$ cat config.mk
export PLATFORM = sky130hd
export DESIGN_NAME = lru_page_replacement
export DESIGN_NICKNAME = d
export VERILOG_FILES = /design/src/hw/rtl/lrupr_pkg.sv /design/src/hw/rtl/lru_page_replacement.sv /design/src/hw/rtl/lrupr_cell.sv
export VERILOG_INCLUDE_DIRS = /design/src /design/src/hw/rtl
export SDC_FILE = /design/constraint.sdc
export NUM_CORES = 1
export LEC_CHECK = 0
export BUFFER_PORTS_ARGS = -buffer_cell sky130_fd_sc_hd__clkbuf_2
export CORE_MARGIN = 3
export CORE_UTILIZATION = 45
export DETAILED_ROUTE_END_ITERATION = 8
export PLACE_DENSITY = 0.66
export RECOVER_POWER = 100
export SKIP_CTS_REPAIR_TIMING = 1
export SLEW_MARGIN = 20
export SYNTH_ARGS = -nofsm -noshare
export SYNTH_HDL_FRONTEND = slang
export SYNTH_HIERARCHICAL = 1
export SYNTH_SLANG_ARGS = --single-unit
$ cat constraint.sdc
create_clock -name i_clk -period 8.5 [get_ports i_clk]
set_input_delay 0 -clock i_clk [delete_from_list [all_inputs] [get_ports i_clk]]
set_output_delay 0 -clock i_clk [all_outputs]
set_load 0.01 [all_outputs]
$ cat src/hw/rtl/lru_page_replacement_macros.svh
// assertion macros for the lru page replacement block
// used by the top level only; needs i_clk and i_rst_n in scope
`ifndef LRU_PAGE_REPLACEMENT_MACROS_SVH
`define LRU_PAGE_REPLACEMENT_MACROS_SVH

// same-cycle implication
`define LRUPR_ASSERT_NOW(lbl, ante, cons, msg) \
    lbl: assert property (@(posedge i_clk) disable iff (!i_rst_n) (ante) |-> (cons)) \
        else $error(msg);

// next-cycle implication
`define LRUPR_ASSERT_NEXT(lbl, ante, cons, msg) \
    lbl: assert property (@(posedge i_clk) disable iff (!i_rst_n) (ante) |=> (cons)) \
        else $error(msg);

`endif

$ cat src/hw/rtl/lrupr_pkg.sv
// types and constants shared by the lru page replacement block
// no dependencies
`timescale 1ns / 1ps

package lrupr_pkg;

    localparam int FRAMES    = 8;
    localparam int PAGE_BITS = 16;
    localparam int SLOT_W    = (FRAMES > 1) ? $clog2(FRAMES) : 1;
    localparam int RANK_W    = SLOT_W;
    localparam int CNT_W     = $clog2(FRAMES + 1);
    localparam int CFG_W     = 4;
    localparam int COUNT_W   = 32;

    localparam logic [CFG_W-1:0]  CFG_RESET = CFG_W'(8);
    localparam logic [RANK_W-1:0] RANK_MAX  = RANK_W'(FRAMES - 1);

    typedef enum logic [0:0] {
        ST_IDLE,
        ST_SCAN
    } t_state;

    // record carried from cell to cell during a lookup
    typedef struct packed {
        logic                 valid;
        logic [PAGE_BITS-1:0] key;
        logic                 found;
        logic [SLOT_W-1:0]    hit_slot;
        logic [RANK_W-1:0]    hit_rank;
        logic                 empty_found;
        logic [SLOT_W-1:0]    empty_slot;
        logic                 best_set;
        logic [RANK_W-1:0]    best_rank;
        logic [SLOT_W-1:0]    best_slot;
        logic [PAGE_BITS-1:0] best_page;
    } t_scan;

    // update broadcast to every cell once the decision is made
    typedef struct packed {
        logic                 en;
        logic                 miss;
        logic [SLOT_W-1:0]    slot;
        logic [RANK_W-1:0]    hit_rank;
        logic [PAGE_BITS-1:0] key;
    } t_upd;

endpackage

$ cat src/hw/rtl/lru_page_replacement.sv
// lru page frame table top level: chain of frame cells plus control; uses lrupr_pkg, lrupr_cell
// an accepted word walks the cell chain, registered in each cell, and its result strobe is registered after it
// a new word is not accepted while busy, that is until the lookup record has left the cell chain
// busy falls in the strobe cycle, so the next word may be accepted then; results cannot stall
// reset (synchronous, active low): all frames empty, ranks and counters zero, frame count setting 8
`timescale 1ns / 1ps
`include "lru_page_replacement_macros.svh"

module lru_page_replacement (
    input  logic                            i_clk,
    input  logic                            i_rst_n,
    input  logic                            start,
    output logic                            busy,
    input  logic [lrupr_pkg::PAGE_BITS-1:0] i_page_number,
    output logic                            o_strobe,
    output logic                            o_hit,
    output logic [lrupr_pkg::SLOT_W-1:0]    o_frame_slot,
    output logic                            o_evicted_valid,
    output logic [lrupr_pkg::PAGE_BITS-1:0] o_evicted_page,
    output logic [lrupr_pkg::COUNT_W-1:0]   o_fault_count,
    output logic [lrupr_pkg::COUNT_W-1:0]   o_reference_count,
    input  logic                            i_cfg_valid,
    output logic                            o_cfg_ready,
    input  logic [lrupr_pkg::CFG_W-1:0]     i_cfg_data
);
    import lrupr_pkg::*;

    t_state               r_state, n_state;
    logic [CFG_W-1:0]     r_cfg;
    logic [CNT_W-1:0]     n_act;
    logic                 accept;
    t_scan                chain [FRAMES+1];
    t_scan                last;
    t_upd                 upd;

    logic                 r_strobe, n_strobe;
    logic                 r_hit, n_hit;
    logic [SLOT_W-1:0]    r_slot, n_slot;
    logic                 r_ev_valid, n_ev_valid;
    logic [PAGE_BITS-1:0] r_ev_page, n_ev_page;
    logic [COUNT_W-1:0]   r_faults, n_faults;
    logic [COUNT_W-1:0]   r_refs, n_refs;

    assign busy        = (r_state != ST_IDLE);
    assign accept      = start && !busy;
    assign o_cfg_ready = !busy && !start;

    always_comb begin
        if (r_cfg == '0) begin
            n_act = CNT_W'(1);
        end else if (int'(r_cfg) > FRAMES) begin
            n_act = CNT_W'(FRAMES);
        end else begin
            n_act = CNT_W'(r_cfg);
        end
    end

    always_comb begin
        chain[0]       = '0;
        chain[0].valid = accept;
        chain[0].key   = i_page_number;
    end

    for (genvar g = 0; g < FRAMES; g++) begin : g_cell
        lrupr_cell u_cell (
            .i_clk   (i_clk),
            .i_rst_n (i_rst_n),
            .i_index (SLOT_W'(g)),
            .i_n_act (n_act),
            .i_scan  (chain[g]),
            .o_scan  (chain[g+1]),
            .i_upd   (upd)
        );
    end

    assign last = chain[FRAMES];

    always_ff @(posedge i_clk) begin
        if (!i_rst_n) begin
            r_state  <= ST_IDLE;
            r_cfg    <= CFG_RESET;
            r_strobe <= 1'b0;
            r_faults <= '0;
            r_refs   <= '0;
        end else begin
            r_state  <= n_state;
            r_strobe <= n_strobe;
            r_faults <= n_faults;
            r_refs   <= n_refs;
            if (i_cfg_valid && o_cfg_ready) begin
                r_cfg <= i_cfg_data;
            end
        end
    end

    always_ff @(posedge i_clk) begin
        r_hit      <= n_hit;
        r_slot     <= n_slot;
        r_ev_valid <= n_ev_valid;
        r_ev_page  <= n_ev_page;
    end

    always_comb begin
        n_state    = r_state;
        n_strobe   = 1'b0;
        n_hit      = r_hit;
        n_slot     = r_slot;
        n_ev_valid = r_ev_valid;
        n_ev_page  = r_ev_page;
        n_faults   = r_faults;
        n_refs     = r_refs;
        upd        = '0;
        case (r_state)
            ST_IDLE: begin
                if (accept) begin
                    n_state = ST_SCAN;
                end
            end
            ST_SCAN: begin
                if (last.valid) begin
                    n_state    = ST_IDLE;
                    n_strobe   = 1'b1;
                    n_hit      = last.found;
                    n_ev_valid = !last.found && !last.empty_found;
                    n_ev_page  = n_ev_valid ? last.best_page : '0;
                    if (last.found) begin
                        n_slot = last.hit_slot;
                    end else if (last.empty_found) begin
                        n_slot = last.empty_slot;
                    end else begin
                        n_slot = last.best_slot;
                    end
                    upd.en       = 1'b1;
                    upd.miss     = !last.found;
                    upd.slot     = n_slot;
                    upd.hit_rank = last.hit_rank;
                    upd.key      = last.key;
                    if (r_refs != '1) begin
                        n_refs = r_refs + COUNT_W'(1);
                    end
                    if (!last.found && (r_faults != '1)) begin
                        n_faults = r_faults + COUNT_W'(1);
                    end
                end
            end
            default: begin
                n_state = ST_IDLE;
            end
        endcase
    end

    assign o_strobe          = r_strobe;
    assign o_hit             = r_hit;
    assign o_frame_slot      = r_slot;
    assign o_evicted_valid   = r_ev_valid;
    assign o_evicted_page    = r_ev_page;
    assign o_fault_count     = r_faults;
    assign o_reference_count = r_refs;

    `LRUPR_ASSERT_NEXT(a_accept_busy, accept, busy, "accepted word did not raise busy")
    `LRUPR_ASSERT_NOW(a_strobe_idle, o_strobe, !busy, "result strobe while still busy")
    `LRUPR_ASSERT_NOW(a_evict_miss, o_strobe && o_evicted_valid, !o_hit, "eviction on a hit")
    `LRUPR_ASSERT_NOW(a_count_order, o_strobe, o_fault_count <= o_reference_count, "faults exceed refs")

endmodule

$ cat src/hw/rtl/lrupr_cell.sv
// one page frame: page, valid bit and recency rank, plus one lookup stage
// depends on lrupr_pkg
`timescale 1ns / 1ps

module lrupr_cell (
    input  logic                        i_clk,
    input  logic                        i_rst_n,
    input  logic [lrupr_pkg::SLOT_W-1:0] i_index,
    input  logic [lrupr_pkg::CNT_W-1:0]  i_n_act,
    input  lrupr_pkg::t_scan            i_scan,
    output lrupr_pkg::t_scan            o_scan,
    input  lrupr_pkg::t_upd             i_upd
);
    import lrupr_pkg::*;

    logic [PAGE_BITS-1:0] r_page;
    logic                 r_valid;
    logic [RANK_W-1:0]    r_rank;
    t_scan                r_scan;
    t_scan                n_scan;
    logic                 active;
    logic                 age;

    assign active = CNT_W'(i_index) < i_n_act;

    always_comb begin
        n_scan = i_scan;
        if (active) begin
            if (r_valid && (r_page == i_scan.key) && !i_scan.found) begin
                n_scan.found    = 1'b1;
                n_scan.hit_slot = i_index;
                n_scan.hit_rank = r_rank;
            end
            if (!r_valid && !i_scan.empty_found) begin
                n_scan.empty_found = 1'b1;
                n_scan.empty_slot  = i_index;
            end
            if (!i_scan.best_set || (r_rank > i_scan.best_rank)) begin
                n_scan.best_set  = 1'b1;
                n_scan.best_rank = r_rank;
                n_scan.best_slot = i_index;
                n_scan.best_page = r_page;
            end
        end
    end

    assign age = active && r_valid &&
                 (i_upd.miss ? (r_rank != RANK_MAX) : (r_rank < i_upd.hit_rank));

    always_ff @(posedge i_clk) begin
        if (!i_rst_n) begin
            r_valid <= 1'b0;
            r_rank  <= '0;
            r_scan  <= '0;
        end else begin
            r_scan <= n_scan;
            if (i_upd.en) begin
                if (i_upd.slot == i_index) begin
                    r_rank <= '0;
                    if (i_upd.miss) begin
                        r_valid <= 1'b1;
                    end
                end else if (age) begin
                    r_rank <= r_rank + RANK_W'(1);
                end
            end
        end
    end

    always_ff @(posedge i_clk) begin
        if (i_upd.en && i_upd.miss && (i_upd.slot == i_index)) begin
            r_page <= i_upd.key;
        end
    end

    assign o_scan = r_scan;

endmodule

==> results <==
- A synthesized cell averages ~11 um^2.
- The routed via count divided by cell count is a little under 5.
- Counting instances, the worst hold path has a depth of 3.
- The via count of the first global-routing pass came to approximately 17000.
- The floorplan step set the die width to around 250 um.
- The launching instance or port of the critical path is busy$_SDFF_PN0_.
- The aggregate routed wire length is 54430 um.
- The initial antenna violation count is 0.
- Setup repair after global routing left no endpoint under its margin.
- From bottom edge to top edge, the die measures around 250 um.
- The worst hold path begins at i_rst_n.
- The area growth from synthesis to layout is 15.04%.
- The first detailed-routing pass ran for 5 iterations.
- Once detail routing completed, the nets flagged for antenna violations numbered 0.
- In the global route stage, overall resource usage came out at ~17%.
- The total global routing overflow is 0.
- The warning count from the yosys run is 6.
- The count of final hold-check violations is 0.
- The actual slew at the worst max-slew pin is approximately 4.6 ns.
- Data on the critical path arrives at its endpoint at 5.80 ns.
- The launch instance of the worst register-to-register path is busy$_SDFF_PN0_.
- The maximum clock frequency is roughly 180 MHz.
- The final number of setup-violating endpoints is 0.
- The hold path endpoint is o_fault_count[9]$_SDFFE_PN0P_.
- The wire length of the first global-routing pass is roughly 88000 um.
- The region available for standard cell placement spans between 0.05 and 0.06 mm^2.
- The cell count after synthesis came out at roughly 2500.
- The H-tree was split into 3 levels.
- The checks that failed: capacitance limit, slew limit.
- The buffer depth of the longest clock path is 3.
- The total count of max-transition violations in the final report came to 663.
- Detailed routing inserted a total of roughly 17000 vias.
- The number of sinks on the clock net is 655.
- The reg-to-reg endpoint is g_cell[7].u_cell/r_page[5]$_DFFE_PP_.
- At the worst endpoint, the required time is between 8 and 9 ns.
- The netlist area before placement is 0.02734 mm^2.
- The path depth of the worst reg2reg path is 7.
- The share of layout cells above drive strength 1 is around 7.6%.
- For this design the ratio of total power to cell area is roughly 210 mW/mm^2.
- For this run, the post-layout net count is 2892.
- The floorplan step defined a die boundary enclosing 0.06375 mm^2.
- The clock root buffer is sky130_fd_sc_hd__clkbuf_16.
- In this run the tool buffered the top-level ports with roughly 110 buffer cells.
- The starting DRC count in detailed routing is slightly above 1000.
- The tool flagged a number of max-cap violations equal to 9.
- The classification of the worst-slack hold path is input pin to register.
- The post-detailed-route DRC marker count is 0.
- TritonCTS built the clock tree.
- The number of buffers created by CTS is 70.
- In this run the static leakage power is around 13 nW.
- The routed length per placed instance is between 15 and 20 um.
- Subtracting the final worst setup slack from the clock period gives 5.581 ns.
- The worst relative slew slack is -209.8%.
- In this run the worst path has a maximum fanout of 31.
- The largest net degree at the start of global routing is around 250.
- The wire-length estimate of the detail-placed layout is 38810 um.
- The number of rows in the core area is a little under 90.
- The run finished, with violations left.
- For this configuration, the core starts out at a cell density of 45.89%.
- The worst-skew pair later-pin latency is about 0.60 ns.
- The type of origin of the critical path is a register.
- After clock tree synthesis, the clock-pin slew on the worst setup and hold paths is around 0.06 ns.
- The aggregate negative setup slack is 0 ns.
- The final weighted congestion of routability-driven global placement is around 0.83.
- By startpoint and endpoint, the worst setup path is classified as register to register.
- The worst path uses roughly two thirds of the clock period.
- The peak supply drop is roughly 0.15 mV.
- Across all register-to-register paths, the minimum setup slack is between 2 and 3 ns.
- The sort of element at the end of the critical path is a register.
- Hold timing on the final database bottoms out at a slack of around 0.0077 ns.
- The number of placed I/O pins is between 100 and 150.
- The maximum clock skew at final layout is around 0.024 ns.
-- layout make-up --
| class | count | area (um^2) |
|---|---|---|
| fillers | 5165 | 28130 |
| flip-flops and latches | 655 | 14600 |
| multi-input cells | 1833 | 12270 |
| clock buffers | 94 | 2048 |
| well taps | 773 | 967.2 |
| repair buffers | 154 | 814.5 |
| clock inverters | 35 | 436.7 |
| inverters | 80 | 300.3 |
| diodes | 3 | 7.507 |
-- worst max path at each step --
stage	to	depth (start not counted)
6_report	g_cell[7].u_cell/r_page[5]$_DFFE_PP_	7
3_3_place_gp	g_cell[1].u_cell/r_page[13]$_DFFE_PP_	7
2_1_floorplan	g_cell[2].u_cell/r_page[0]$_DFFE_PP_	6
4_1_cts	g_cell[1].u_cell/r_page[10]$_DFFE_PP_	7
3_5_place_dp	g_cell[7].u_cell/r_page[13]$_DFFE_PP_	7
5_1_grt	g_cell[1].u_cell/r_page[13]$_DFFE_PP_	7
-- placed cells by master, fill, tap and decap left out, types with 8 or more instances in the layout --
cell	count
sky130_fd_sc_hd__mux2i_1	251
sky130_fd_sc_hd__edfxtp_1	149
sky130_fd_sc_hd__clkinv_2	17
sky130_fd_sc_hd__and2_1	107
sky130_fd_sc_hd__and2_2	8
sky130_fd_sc_hd__dlygate4sd3_1	29
sky130_fd_sc_hd__o21ai_0	28
sky130_fd_sc_hd__ha_1	74
sky130_fd_sc_hd__and3_1	33
sky130_fd_sc_hd__o211a_1	9
sky130_fd_sc_hd__or3_1	22
sky130_fd_sc_hd__nand2b_1	12
sky130_fd_sc_hd__nand2b_4	8
sky130_fd_sc_hd__a21boi_0	15
sky130_fd_sc_hd__conb_1	136
sky130_fd_sc_hd__nand2_1	465
sky130_fd_sc_hd__dfxtp_1	506
sky130_fd_sc_hd__xnor2_1	25
sky130_fd_sc_hd__nor4_2	33
sky130_fd_sc_hd__o311ai_0	10
sky130_fd_sc_hd__clkbuf_1	106
sky130_fd_sc_hd__and2_0	94
sky130_fd_sc_hd__o32ai_1	24
sky130_fd_sc_hd__nor4_1	9
sky130_fd_sc_hd__nor3_1	28
sky130_fd_sc_hd__clkbuf_2	23
sky130_fd_sc_hd__nand4_1	30
sky130_fd_sc_hd__clkbuf_16	75
sky130_fd_sc_hd__bufinv_16	8
sky130_fd_sc_hd__o21bai_1	8
sky130_fd_sc_hd__nor2b_1	38
sky130_fd_sc_hd__a211oi_1	14
sky130_fd_sc_hd__nand3_1	45
sky130_fd_sc_hd__clkbuf_8	10
sky130_fd_sc_hd__inv_1	80
sky130_fd_sc_hd__o21a_1	32
sky130_fd_sc_hd__xor2_1	174
sky130_fd_sc_hd__nor2_1	55
sky130_fd_sc_hd__a21oi_2	8
-- worst max-delay path: stages, from the launching register on --
cell and delay [ns]:
sky130_fd_sc_hd__dfxtp_1 0.75, sky130_fd_sc_hd__nand2_1 0.43, sky130_fd_sc_hd__inv_1 0.74, sky130_fd_sc_hd__clkbuf_1 1.18, sky130_fd_sc_hd__and2_0 0.76, sky130_fd_sc_hd__xor2_1 0.15, sky130_fd_sc_hd__nor3_1 0.42, sky130_fd_sc_hd__and3_1 0.75
-- flip-flops by register name, summed over array words and instances, names as in the netlist --
signal / count
o_hit: 1
o_fault_count: 32
g_cell.u_cell/o_scan: 404
g_cell.u_cell/r_page: 128
o_evicted_valid: 1
o_strobe: 1
g_cell.u_cell/r_valid: 8
r_cfg: 4
o_frame_slot: 3
o_reference_count: 32
busy: 1
o_evicted_page: 16
g_cell.u_cell/r_rank: 24
-- power by group --
part | switching (mW) | leakage (nW) | total [mW] | internal, mW
clock | 1.23 | 1.24 | 3.18 | 1.95
sequential | 0.0241 | 5.80 | 3.24 | 3.22
combinational | 0.169 | 6.11 | 0.291 | 0.122
total | 1.42 | 13.2 | 6.71 | 5.29
-- layer usage --
layer,track usage [%],part of all wire (%),up-vias
li1,-,-,8979
met1,22.81,48,8120
met3,2.675,3.2,113
met4,7.020,3.2,0
met5,0,0,-
met2,27.51,45,284
-- per-stage QoR --
step / total power [mW] / setup WS, ns / util (%) / std cells / instance area (um^2)
after floorplan: 3.541 / 5.721 / - / 2668 / 27840
after global placement: 3.586 / 4.431 / 48.65 / 3466 / 28980
after detailed placement: 3.594 / 4.179 / 48.65 / 3466 / 28980
after CTS: 6.783 / 4.120 / 52.82 / 3595 / 31470
after global routing: 6.973 / 2.552 / 52.78 / 3624 / 31440
final: 6.714 / 2.919 / 52.79 / 3627 / 31450
Power figures use the tool's default switching activity.
